## src/wffh_pkg.sv

```systemverilog
`timescale 1ns / 1ps
// ----------------------------------------------------------------------------
// wffh_pkg
// Shared types, codes and constants of the 802.11 frame header filter.
// ----------------------------------------------------------------------------
package wffh_pkg;

    // field widths
    localparam int ADDR_W    = 48;
    localparam int LEN_W     = 12;
    localparam int OUI_W     = 24;
    localparam int RSSI_W    = 8;
    localparam int CFG_W     = 48;
    localparam int CFG_IDX_W = 3;
    localparam int HDR_W     = 5;
    localparam int PAY_OUT_W = 7;
    localparam int CNT_OUT_W = 7;
    localparam int SEEN_W    = 32;

    // parameter defaults
    localparam int LOG_DEPTH_DEF   = 64;
    localparam int PAYLOAD_MAX_DEF = 64;

    // frame kind codes
    localparam logic [1:0] KIND_MGMT = 2'd0;
    localparam logic [1:0] KIND_DATA = 2'd1;

    // configuration register indexes
    localparam logic [CFG_IDX_W-1:0] CFG_CAPTURE_ON    = 3'd0;
    localparam logic [CFG_IDX_W-1:0] CFG_FILTER_MODE   = 3'd1;
    localparam logic [CFG_IDX_W-1:0] CFG_DROP_BEACONS  = 3'd2;
    localparam logic [CFG_IDX_W-1:0] CFG_BSSID_ON      = 3'd3;
    localparam logic [CFG_IDX_W-1:0] CFG_BSSID_VALUE   = 3'd4;
    localparam logic [CFG_IDX_W-1:0] CFG_TARGET_ON     = 3'd5;
    localparam logic [CFG_IDX_W-1:0] CFG_TARGET_VALUE  = 3'd6;

    // header constants
    localparam int          MIN_FRAME_LEN  = 24;
    localparam int          MESH_MIN_LEN   = 32;
    localparam logic [3:0]  SUBTYPE_BEACON = 4'd8;
    localparam logic [3:0]  SUBTYPE_PROBE  = 4'd4;
    localparam logic [3:0]  SUBTYPE_ACTION = 4'd13;
    localparam logic [23:0] MESH_OUI       = 24'hE09AF6;
    localparam logic [7:0]  QOS_MASK       = 8'h8C;
    localparam logic [7:0]  QOS_MATCH      = 8'h88;
    localparam logic [HDR_W-1:0] HDR_BASIC = 5'd24;
    localparam logic [HDR_W-1:0] HDR_QOS   = 5'd26;

    typedef enum logic [1:0] {
        MODE_ALL  = 2'd0,
        MODE_MGMT = 2'd1,
        MODE_DATA = 2'd2,
        MODE_MESH = 2'd3
    } filter_mode_t;

    typedef enum logic [1:0] {
        CLS_MGMT = 2'd0,
        CLS_DATA = 2'd1,
        CLS_MESH = 2'd2
    } frame_class_t;

    typedef struct packed {
        logic              capture_on;
        filter_mode_t      filter_mode;
        logic              drop_beacons;
        logic              bssid_filter_on;
        logic [ADDR_W-1:0] bssid_value;
        logic              target_filter_on;
        logic [ADDR_W-1:0] target_value;
    } cfg_t;

    typedef struct packed {
        logic [1:0]               frame_kind;
        logic [7:0]               frame_ctrl_low;
        logic [ADDR_W-1:0]        address_one;
        logic [ADDR_W-1:0]        address_two;
        logic [ADDR_W-1:0]        address_three;
        logic [LEN_W-1:0]         frame_length;
        logic [OUI_W-1:0]         vendor_oui;
        logic signed [RSSI_W-1:0] signal_rssi;
    } item_t;

    typedef struct packed {
        logic                 seen;
        logic                 logged;
        frame_class_t         frame_class;
        logic [3:0]           frame_subtype;
        logic [HDR_W-1:0]     header_length;
        logic [PAY_OUT_W-1:0] payload_length;
        logic signed [RSSI_W-1:0] rssi;
    } decision_t;

    typedef struct packed {
        logic [SEEN_W-1:0]        seen_total;
        logic [CNT_OUT_W-1:0]     logged_total;
        logic [CNT_OUT_W-1:0]     mgmt_total;
        logic [CNT_OUT_W-1:0]     data_total;
        logic [CNT_OUT_W-1:0]     mesh_total;
        logic                     log_full;
        logic signed [RSSI_W-1:0] last_rssi;
    } report_t;

endpackage

```

## src/wffh_cfg_regs.sv

```systemverilog
`timescale 1ns / 1ps
// ----------------------------------------------------------------------------
// wffh_cfg_regs
// Configuration register file written through the plain write port.
// ----------------------------------------------------------------------------
module wffh_cfg_regs
(
    input  logic                           clk,
    input  logic                           rst_n,
    input  logic                           cfg_we,
    input  logic [wffh_pkg::CFG_IDX_W-1:0] cfg_index,
    input  logic [wffh_pkg::CFG_W-1:0]     cfg_data,
    output wffh_pkg::cfg_t                 cfg
);

    wffh_pkg::cfg_t cfg_reg;
    wffh_pkg::cfg_t cfg_next;

    always_comb
    begin
        cfg_next = cfg_reg;
        if (cfg_we)
        begin
            unique case (cfg_index)
                wffh_pkg::CFG_CAPTURE_ON:   cfg_next.capture_on = cfg_data[0];
                wffh_pkg::CFG_FILTER_MODE:
                    cfg_next.filter_mode = wffh_pkg::filter_mode_t'(cfg_data[1:0]);
                wffh_pkg::CFG_DROP_BEACONS: cfg_next.drop_beacons = cfg_data[0];
                wffh_pkg::CFG_BSSID_ON:     cfg_next.bssid_filter_on = cfg_data[0];
                wffh_pkg::CFG_BSSID_VALUE:
                    cfg_next.bssid_value = cfg_data[wffh_pkg::ADDR_W-1:0];
                wffh_pkg::CFG_TARGET_ON:    cfg_next.target_filter_on = cfg_data[0];
                wffh_pkg::CFG_TARGET_VALUE:
                    cfg_next.target_value = cfg_data[wffh_pkg::ADDR_W-1:0];
                default:                    cfg_next = cfg_reg;
            endcase
        end
    end

    always_ff @(posedge clk or negedge rst_n)
    begin
        if (!rst_n)
        begin
            cfg_reg.capture_on       <= 1'b0;
            cfg_reg.filter_mode      <= wffh_pkg::MODE_ALL;
            cfg_reg.drop_beacons     <= 1'b1;
            cfg_reg.bssid_filter_on  <= 1'b0;
            cfg_reg.bssid_value      <= '0;
            cfg_reg.target_filter_on <= 1'b0;
            cfg_reg.target_value     <= '0;
        end
        else
        begin
            cfg_reg <= cfg_next;
        end
    end

    assign cfg = cfg_reg;

endmodule

```

## src/wffh_classify.sv

```systemverilog
`timescale 1ns / 1ps
// ----------------------------------------------------------------------------
// wffh_classify
// Filter rules, classification and length computation for one header item.
// ----------------------------------------------------------------------------
module wffh_classify
#(
    parameter int PAYLOAD_MAX = wffh_pkg::PAYLOAD_MAX_DEF
)
(
    input  wffh_pkg::item_t     item,
    input  wffh_pkg::cfg_t      cfg,
    input  logic                log_full,
    output wffh_pkg::decision_t dec
);

    localparam int LW = wffh_pkg::LEN_W;
    localparam int PW = wffh_pkg::PAY_OUT_W;

    logic [3:0]                subtype;
    logic                      counted;
    logic                      ok;
    logic                      mesh;
    logic                      bssid_hit;
    logic                      target_hit;
    logic [wffh_pkg::HDR_W-1:0] hdr;
    logic [LW-1:0]             pay_diff;
    logic [LW-1:0]             pay_clamped;

    always_comb
    begin
        subtype = item.frame_ctrl_low[7:4];
        counted = cfg.capture_on
                  && (item.frame_length >= LW'(wffh_pkg::MIN_FRAME_LEN))
                  && ((item.frame_kind == wffh_pkg::KIND_MGMT)
                      || (item.frame_kind == wffh_pkg::KIND_DATA));

        bssid_hit  = (item.address_one == cfg.bssid_value)
                     || (item.address_two == cfg.bssid_value)
                     || (item.address_three == cfg.bssid_value);
        target_hit = (item.address_one == cfg.target_value)
                     || (item.address_two == cfg.target_value)
                     || (item.address_three == cfg.target_value);

        mesh = 1'b0;
        if (item.frame_kind == wffh_pkg::KIND_MGMT)
        begin
            ok = 1'b1;
            if (cfg.drop_beacons && ((subtype == wffh_pkg::SUBTYPE_BEACON)
                                     || (subtype == wffh_pkg::SUBTYPE_PROBE)))
                ok = 1'b0;
            else if (cfg.filter_mode == wffh_pkg::MODE_DATA)
                ok = 1'b0;
            else if (cfg.filter_mode == wffh_pkg::MODE_MESH)
            begin
                // mesh vendor action test only applies in mesh mode
                if ((subtype == wffh_pkg::SUBTYPE_ACTION)
                    && (item.frame_length >= LW'(wffh_pkg::MESH_MIN_LEN))
                    && (item.vendor_oui == wffh_pkg::MESH_OUI))
                    mesh = 1'b1;
                else
                    ok = 1'b0;
            end
        end
        else
        begin
            ok = !((cfg.filter_mode == wffh_pkg::MODE_MGMT)
                   || (cfg.filter_mode == wffh_pkg::MODE_MESH));
        end

        ok = ok && counted && !log_full
             && (!cfg.bssid_filter_on || bssid_hit)
             && (!cfg.target_filter_on || target_hit);

        hdr = ((item.frame_kind == wffh_pkg::KIND_DATA)
               && ((item.frame_ctrl_low & wffh_pkg::QOS_MASK) == wffh_pkg::QOS_MATCH))
              ? wffh_pkg::HDR_QOS : wffh_pkg::HDR_BASIC;

        pay_diff    = item.frame_length - LW'(hdr);
        pay_clamped = '0;
        if (item.frame_length > LW'(hdr))
            pay_clamped = (pay_diff > LW'(PAYLOAD_MAX)) ? LW'(PAYLOAD_MAX) : pay_diff;

        dec.seen           = counted;
        dec.logged         = ok;
        dec.rssi           = item.signal_rssi;
        dec.frame_class    = wffh_pkg::CLS_MGMT;
        dec.frame_subtype  = '0;
        dec.header_length  = '0;
        dec.payload_length = '0;
        if (ok)
        begin
            if (item.frame_kind == wffh_pkg::KIND_DATA)
                dec.frame_class = wffh_pkg::CLS_DATA;
            else if (mesh)
                dec.frame_class = wffh_pkg::CLS_MESH;
            dec.frame_subtype  = subtype;
            dec.header_length  = hdr;
            dec.payload_length = PW'(pay_clamped);
        end
    end

endmodule

```

## src/wffh_stats.sv

```systemverilog
`timescale 1ns / 1ps
// ----------------------------------------------------------------------------
// wffh_stats
// Seen and per-class log counters and the last logged RSSI.
// ----------------------------------------------------------------------------
module wffh_stats
#(
    parameter int LOG_DEPTH = wffh_pkg::LOG_DEPTH_DEF
)
(
    input  logic                clk,
    input  logic                rst_n,
    input  logic                upd,
    input  wffh_pkg::decision_t dec,
    output logic                log_full,
    output wffh_pkg::report_t   report_next
);

    localparam int CNT_W = $clog2(LOG_DEPTH + 1);
    localparam int OCW   = wffh_pkg::CNT_OUT_W;

    logic [wffh_pkg::SEEN_W-1:0]        seen_reg, seen_next;
    logic [CNT_W-1:0]                   log_cnt_reg, log_cnt_next;
    logic [CNT_W-1:0]                   mgmt_cnt_reg, mgmt_cnt_next;
    logic [CNT_W-1:0]                   data_cnt_reg, data_cnt_next;
    logic [CNT_W-1:0]                   mesh_cnt_reg, mesh_cnt_next;
    logic signed [wffh_pkg::RSSI_W-1:0] rssi_reg, rssi_next;

    assign log_full = (log_cnt_reg >= CNT_W'(LOG_DEPTH));

    always_comb
    begin
        seen_next     = seen_reg;
        log_cnt_next  = log_cnt_reg;
        mgmt_cnt_next = mgmt_cnt_reg;
        data_cnt_next = data_cnt_reg;
        mesh_cnt_next = mesh_cnt_reg;
        rssi_next     = rssi_reg;
        if (upd && dec.seen)
            seen_next = seen_reg + 1'b1;
        if (upd && dec.logged)
        begin
            log_cnt_next = log_cnt_reg + 1'b1;
            rssi_next    = dec.rssi;
            case (dec.frame_class)
                wffh_pkg::CLS_DATA: data_cnt_next = data_cnt_reg + 1'b1;
                wffh_pkg::CLS_MESH: mesh_cnt_next = mesh_cnt_reg + 1'b1;
                default:            mgmt_cnt_next = mgmt_cnt_reg + 1'b1;
            endcase
        end
    end

    always_ff @(posedge clk or negedge rst_n)
    begin
        if (!rst_n)
        begin
            seen_reg     <= '0;
            log_cnt_reg  <= '0;
            mgmt_cnt_reg <= '0;
            data_cnt_reg <= '0;
            mesh_cnt_reg <= '0;
            rssi_reg     <= '0;
        end
        else
        begin
            seen_reg     <= seen_next;
            log_cnt_reg  <= log_cnt_next;
            mgmt_cnt_reg <= mgmt_cnt_next;
            data_cnt_reg <= data_cnt_next;
            mesh_cnt_reg <= mesh_cnt_next;
            rssi_reg     <= rssi_next;
        end
    end

    // the result reports the counters as they stand after this item
    always_comb
    begin
        report_next.seen_total   = seen_next;
        report_next.logged_total = OCW'(log_cnt_next);
        report_next.mgmt_total   = OCW'(mgmt_cnt_next);
        report_next.data_total   = OCW'(data_cnt_next);
        report_next.mesh_total   = OCW'(mesh_cnt_next);
        report_next.log_full     = (log_cnt_next >= CNT_W'(LOG_DEPTH));
        report_next.last_rssi    = rssi_next;
    end

endmodule

```

## src/wifi_frame_header_filter.sv

```systemverilog
`timescale 1ns / 1ps
// ----------------------------------------------------------------------------
// wifi_frame_header_filter
// Receive-side filter and log statistics for 802.11 frame header summaries.
// ----------------------------------------------------------------------------
// Takes one header summary per clock while the output side is not stalled
// and gives exactly one result item per input item, offered from the result
// register. The item passes an input register, one pass of compare logic
// (address matches, subtype and length checks, counter increments) and a
// result register; these two registers set the one-item-per-cycle rate.
// Counters in a result are the values after that item.
// Configuration writes take effect at the next edge; the user must make them
// while no item is in flight, and the block itself does not enforce this.
// ----------------------------------------------------------------------------
module wifi_frame_header_filter
#(
    parameter int LOG_DEPTH   = wffh_pkg::LOG_DEPTH_DEF,
    parameter int PAYLOAD_MAX = wffh_pkg::PAYLOAD_MAX_DEF
)
(
    input  logic                                  clk,
    input  logic                                  rst_n,

    input  logic                                  cfg_we,
    input  logic [wffh_pkg::CFG_IDX_W-1:0]        cfg_index,
    input  logic [wffh_pkg::CFG_W-1:0]            cfg_data,

    input  logic                                  in_valid,
    output logic                                  in_ready,
    input  logic [1:0]                            frame_kind,
    input  logic [7:0]                            frame_ctrl_low,
    input  logic [wffh_pkg::ADDR_W-1:0]           address_one,
    input  logic [wffh_pkg::ADDR_W-1:0]           address_two,
    input  logic [wffh_pkg::ADDR_W-1:0]           address_three,
    input  logic [wffh_pkg::LEN_W-1:0]            frame_length,
    input  logic [wffh_pkg::OUI_W-1:0]            vendor_oui,
    input  logic signed [wffh_pkg::RSSI_W-1:0]    signal_rssi,

    output logic                                  out_valid,
    input  logic                                  out_ready,
    output logic                                  logged,
    output logic [1:0]                            frame_class,
    output logic [3:0]                            frame_subtype,
    output logic [wffh_pkg::HDR_W-1:0]            header_length,
    output logic [wffh_pkg::PAY_OUT_W-1:0]        payload_length,
    output logic [wffh_pkg::SEEN_W-1:0]           seen_total,
    output logic [wffh_pkg::CNT_OUT_W-1:0]        logged_total,
    output logic [wffh_pkg::CNT_OUT_W-1:0]        mgmt_total,
    output logic [wffh_pkg::CNT_OUT_W-1:0]        data_total,
    output logic [wffh_pkg::CNT_OUT_W-1:0]        mesh_total,
    output logic                                  log_full,
    output logic signed [wffh_pkg::RSSI_W-1:0]    last_rssi
);

    wffh_pkg::cfg_t      cfg;
    wffh_pkg::item_t     item_in;
    wffh_pkg::item_t     item_reg;
    wffh_pkg::decision_t dec;
    wffh_pkg::decision_t dec_reg;
    wffh_pkg::report_t   report_next;
    wffh_pkg::report_t   report_reg;
    logic                stage_valid_reg;
    logic                out_valid_reg;
    logic                advance;
    logic                cur_full;

    assign advance  = !out_valid_reg || out_ready;
    assign in_ready = !stage_valid_reg || advance;

    assign item_in.frame_kind     = frame_kind;
    assign item_in.frame_ctrl_low = frame_ctrl_low;
    assign item_in.address_one    = address_one;
    assign item_in.address_two    = address_two;
    assign item_in.address_three  = address_three;
    assign item_in.frame_length   = frame_length;
    assign item_in.vendor_oui     = vendor_oui;
    assign item_in.signal_rssi    = signal_rssi;

    wffh_cfg_regs u_cfg
    (
        .clk       (clk),
        .rst_n     (rst_n),
        .cfg_we    (cfg_we),
        .cfg_index (cfg_index),
        .cfg_data  (cfg_data),
        .cfg       (cfg)
    );

    wffh_classify
    #(
        .PAYLOAD_MAX (PAYLOAD_MAX)
    )
    u_classify
    (
        .item     (item_reg),
        .cfg      (cfg),
        .log_full (cur_full),
        .dec      (dec)
    );

    wffh_stats
    #(
        .LOG_DEPTH (LOG_DEPTH)
    )
    u_stats
    (
        .clk         (clk),
        .rst_n       (rst_n),
        .upd         (stage_valid_reg && advance),
        .dec         (dec),
        .log_full    (cur_full),
        .report_next (report_next)
    );

    always_ff @(posedge clk or negedge rst_n)
    begin
        if (!rst_n)
        begin
            stage_valid_reg <= 1'b0;
            out_valid_reg   <= 1'b0;
        end
        else
        begin
            if (in_ready)
                stage_valid_reg <= in_valid;
            if (advance)
                out_valid_reg <= stage_valid_reg;
        end
    end

    always_ff @(posedge clk)
    begin
        if (in_valid && in_ready)
            item_reg <= item_in;
        if (stage_valid_reg && advance)
        begin
            dec_reg    <= dec;
            report_reg <= report_next;
        end
    end

    assign out_valid      = out_valid_reg;
    assign logged         = dec_reg.logged;
    assign frame_class    = dec_reg.frame_class;
    assign frame_subtype  = dec_reg.frame_subtype;
    assign header_length  = dec_reg.header_length;
    assign payload_length = dec_reg.payload_length;
    assign seen_total     = report_reg.seen_total;
    assign logged_total   = report_reg.logged_total;
    assign mgmt_total     = report_reg.mgmt_total;
    assign data_total     = report_reg.data_total;
    assign mesh_total     = report_reg.mesh_total;
    assign log_full       = report_reg.log_full;
    assign last_rssi      = report_reg.last_rssi;

endmodule

```

## config.mk

```make
export PLATFORM = sky130hd
export DESIGN_NAME = wifi_frame_header_filter
export DESIGN_NICKNAME = d
export VERILOG_FILES = /design/src/wffh_pkg.sv /design/src/wffh_cfg_regs.sv /design/src/wffh_classify.sv /design/src/wffh_stats.sv /design/src/wifi_frame_header_filter.sv
export SDC_FILE = /design/constraint.sdc
export NUM_CORES = 1
export LEC_CHECK = 0
export ABC_CLOCK_PERIOD_IN_PS = 4400
export BUFFER_PORTS_ARGS = -buffer_cell sky130_fd_sc_hd__buf_2
export CELL_PAD_IN_SITES_DETAIL_PLACEMENT = 1
export CELL_PAD_IN_SITES_GLOBAL_PLACEMENT = 2
export CORE_MARGIN = 4
export CORE_UTILIZATION = 36
export CTS_CLUSTER_DIAMETER = 100
export DETAILED_ROUTE_END_ITERATION = 7
export PLACE_DENSITY = 0.78
export SYNTH_ARGS = -nofsm -noshare
export SYNTH_HDL_FRONTEND = slang
export SYNTH_HIERARCHICAL = 1
export SYNTH_SLANG_ARGS = --single-unit
```

## constraint.sdc

```tcl
create_clock -name clk -period 4.4 [get_ports clk]
set_clock_uncertainty 0.1 [all_clocks]
set_input_delay 0.88 -clock clk [delete_from_list [all_inputs] [get_ports clk]]
set_output_delay 0.88 -clock clk [all_outputs]
set_load 0.005 [all_outputs]
```

## Word level (Yosys, flattened, before mapping)

Index checks and enable logic that the tools add are counted.

- Bits in registers: 458
- Bits of input ports: 254
- Logic and storage cells: 140
- Output and inout port bits: 90

- Order comparisons: 6
- Add/sub/neg operators: 6
- Multiplexer cells: 24
- Reductions and logical operators: 43
- Eq/ne operators: 23
- Bitwise gates (word level): 2

Operators by type and width:

| cell | number |
|---|---|
| 48-bit == test | 6 |
| 7-bit 2-to-1 mux | 9 |
| 32-bit by 1-bit adder with 32-bit output, second input constant | 1 |
| 32-bit 2-to-1 mux | 1 |
| 7-bit by 1-bit adder with 7-bit output, second input constant | 4 |
| 24-bit == test, second input constant | 1 |
| 18-bit 2-to-1 mux | 1 |
| 2-bit AND reduction | 8 |
| 7-bit >= comparator, second input constant | 2 |
| 1-bit logical AND | 14 |
| 3-bit == test, second input constant | 4 |
| 12-bit by 5-bit >= comparator with 1-bit output, second input constant | 1 |
| 12-bit by 6-bit >= comparator with 1-bit output, second input constant | 1 |
| 12-bit by 5-bit greater-than comparator with 1-bit output | 1 |
| 12-bit by 7-bit greater-than comparator with 1-bit output, second input constant | 1 |
| 12-bit by 5-bit subtractor with 12-bit output | 1 |
| 1-bit logical OR | 11 |
| 1-bit 2-to-1 mux | 9 |
| 4-bit == test, second input constant | 2 |
| 8-bit 2-to-1 mux | 1 |
| 2-bit by 1-bit == test with 1-bit output, second input constant | 3 |
| 2-bit == test, second input constant | 3 |
| 3-bit by 2-bit == test with 1-bit output, second input constant | 2 |
| 1-bit zero test | 6 |
| 8 further kinds | 11 |

## Logic depth before layout (Yosys ltp)

- Word-level depth: 17
- Gate-level depth with buffers: 15
- Depth with buffers taken out: 13

## Modules after synthesis

Netlist, hierarchy kept.

By module, submodules not included:

| module | area an instance (µm²) | times used | cells an instance | seq. area each (µm²) |
|---|---|---|---|---|
| wifi_frame_header_filter | 8692.1 | 1 | 294 | 8638.3 |
| wffh_classify | 3967.6 | 1 | 495 | 0.0 |
| wffh_cfg_regs | 3928.8 | 1 | 221 | 2553.7 |
| wffh_stats | 3030.4 | 1 | 267 | 1701.6 |

## Least setup slack after synthesis

No wires, ideal clock.

- Path kind: input-to-reg
- Start point: input port out_ready
- End point: register report_reg (netlist bit seen_total[25]) (data pin)
- Setup slack: -325 ps
- Cell stages on the path: 8
- Arrival time: 4362 ps
- Cell sequence: nand2b_1 and2_1 buf_4 nand4_4 nor4_4 buf_6 nand4_1 xnor2_1

RTL lines:

| item | RTL line | RTL |
|---|---|---|
| start: declaration | wifi_frame_header_filter.sv:40 | `input logic out_ready,` |
| end signal: assignment | wifi_frame_header_filter.sv:138 | `report_reg <= report_next;` |
| end: declaration | wifi_frame_header_filter.sv:61 | `wffh_pkg::report_t report_reg;` |

==> summary.txt <==
Status
  – Status: finished clean

Placement
  – DP Wirelength: 45020 µm
  – Post-Place Worst Slack: 0.3003 ns
  – GPL Wtd Cong: 0.9337
  – I/O Buffers: 341

Yosys
  – Ys Warns: 6
  – Synth Instances: 1275
  – Syn avg cell area: 15.34 µm²
  – Post-synthesis cell area: 0.01956 mm²

Critical path
  – R2R Path End: mgmt_total[6]
  – Critical Path Fanout Max: 5
  – Crit Reg-Reg Startpoint: item_reg[102]
  – Reg2Reg Depth: 14
  – Worst path arrival time: 4.41 ns
  – Max incr delay on CP: 0.49 ns
  – Family with the most delay on the worst path: simple AND/OR/NAND/NOR gates
  – Critical Path Source Type: register
  – Crit Path Class: reg -> reg
  – Critical Path Sink Type: register
  – Reg-to-reg slack, setup: 0.23 ns
  – WP buf/inv: 2
  – CP Data Required Time: 4.64 ns
  – Max stage delay cell, worst path: nor4_1
  – Critical path cell sequence: xnor2_1 > nand4_1 > nor4_1 > nand3_1 > nand4_1 > nand4_4 > nor4b_1 > buf_4 > inv_1 > ha_1 > and3_1 > and4_1 > nand3_1 > xnor2_1

Global routing
  – GRT Resource Usage Total: 0.1975
  – Vias in the first global route: 12748
  – Grt total ovfl: 0
  – First-pass GRT wire length: 83860 µm
  – Number of antenna violations at the first check in global routing: 12
  – Largest net degree at the start of global routing: 100

Power and ir drop
  – Leak pwr: 9.466 nW
  – Maximum VDD drop: 0.3908 mV
  – Pwr dens: 489.8 mW/mm²

Detailed routing
  – Via count: 11931
  – WL final: 58650 µm
  – DRC: 0
  – Vias/cell: 4.967
  – DR WL/cell: 24.42 µm
  – 1st-pass router iterations: 5
  – Antenna-violating nets left: 0
  – 1st-iter DRT viols: 869

Timing
  – Hold Fails Final Rpt: 0
  – Rel. slew slack: 0.3133
  – Pins Over Slew Limit: 0
  – RSZ-0062 raised after global routing: false
  – Setup ws final: 0.2308 ns
  – Setup violators final: 0
  – Tmin final: 4.169 ns
  – Worst-margin pin slew: 1.030 ns
  – Setup total negative slack: 0 ns
  – Period utilisation layout: 0.9475
  – Fmax: 0.2399 GHz

Floorplanning
  – Chip height: 241.1 µm
  – Ports: 344
  – Die Width: 241.1 µm
  – Core area: 0.05381 mm²
  – Row count: 85
  – Die ar.: 0.05812 mm²
  – Initial Util: 0.3635

Clocking
  – Clock root buffer: clkbuf_16
  – Post-CTS setup buffer count: 0
  – H-tree levels: 2
  – PostCTS Resize Cnt: 0
  – TritonCTS clock tree: yes
  – Clock buffer depth: 3
  – CTS Hold Bufs: 0
  – Worst skew pair latency: 0.59 ns
  – Clock slew at reported path FFs: 0.06 ns
  – Clock buffer count from CTS: 50
  – # clock sinks: 456

Layout
  – Most frequent cells in the layout: buf_2 (340), edfxtp_1 (284), xnor2_1 (190)
  – Fin util: 0.4411
  – Largest register FFs: 196
  – Share of cells above drive strength 1: 0.3302
  – Final nets: 1919
  – Synthesis-to-layout area growth: 21.37%
  – Commonest non-fill, non-tap cell in the layout: buf_2

Worst hold path
  – Worst min path class: in -> async

Job
  – Max-Cap Viols: 0
==> per-stage QoR <==
stage | power (W) | cell area, µm² | cells | hold WS, ns
final | 0.01163 | 23740 | 2402 | 0.3381
after global routing | 0.01212 | 23730 | 2397 | 0.3140
after CTS | 0.01175 | 23710 | 2392 | 0.3116
after detailed placement | 0.007511 | 22080 | 2299 | 0.3555
after global placement | 0.007443 | 22080 | 2299 | 0.3408
after floorplan | 0.006632 | 19560 | 1276 | 0.3366
==> worst max path at each step <==
stage	from	cells after the start	slack, ns	end
finish	item_reg[102]	14	0.23	mgmt_total[6]
global route	item_reg[183]	15	0.04	mgmt_total[6]
CTS	item_reg[183]	15	0.27	mgmt_total[6]
detailed placement	item_reg[183]	15	0.30	mgmt_total[6]
global placement	item_reg[102]	14	0.39	mgmt_total[6]
floorplan	out_ready	8	0.70	seen_total[25]
==> power by group <==
| part | internal (W) | switching [W] | total, W |
|---|---|---|---|
| sequential | 0.00512 | 0.000528 | 0.00565 |
| clock | 0.00241 | 0.00176 | 0.00417 |
| combinational | 0.000822 | 0.000990 | 0.00181 |
| total | 0.00835 | 0.00328 | 0.0116 |
==> final cells by class <==
cell class              count  area (µm²)
diodes                     10       25.02
clock buffers              65        1348
clock inverters            28       282.8
fillers                  5511       30080
inverters                  14       52.55
multi-input cells         769        6402
flip-flops and latches    456       12830
well taps                 696       870.8
repair buffers            364        1923
==> metal layers <==
metal | GRT usage | routed length (µm) | vias to the layer above
li1 | - | - | 5397
met1 | 0.2775 | 25730 | 6078
met2 | 0.3122 | 27410 | 373
met3 | 0.04171 | 4014 | 83
met4 | 0.05808 | 1499 | 0
met5 | 0 | 0 | -
Power figures use the tool's default switching activity.
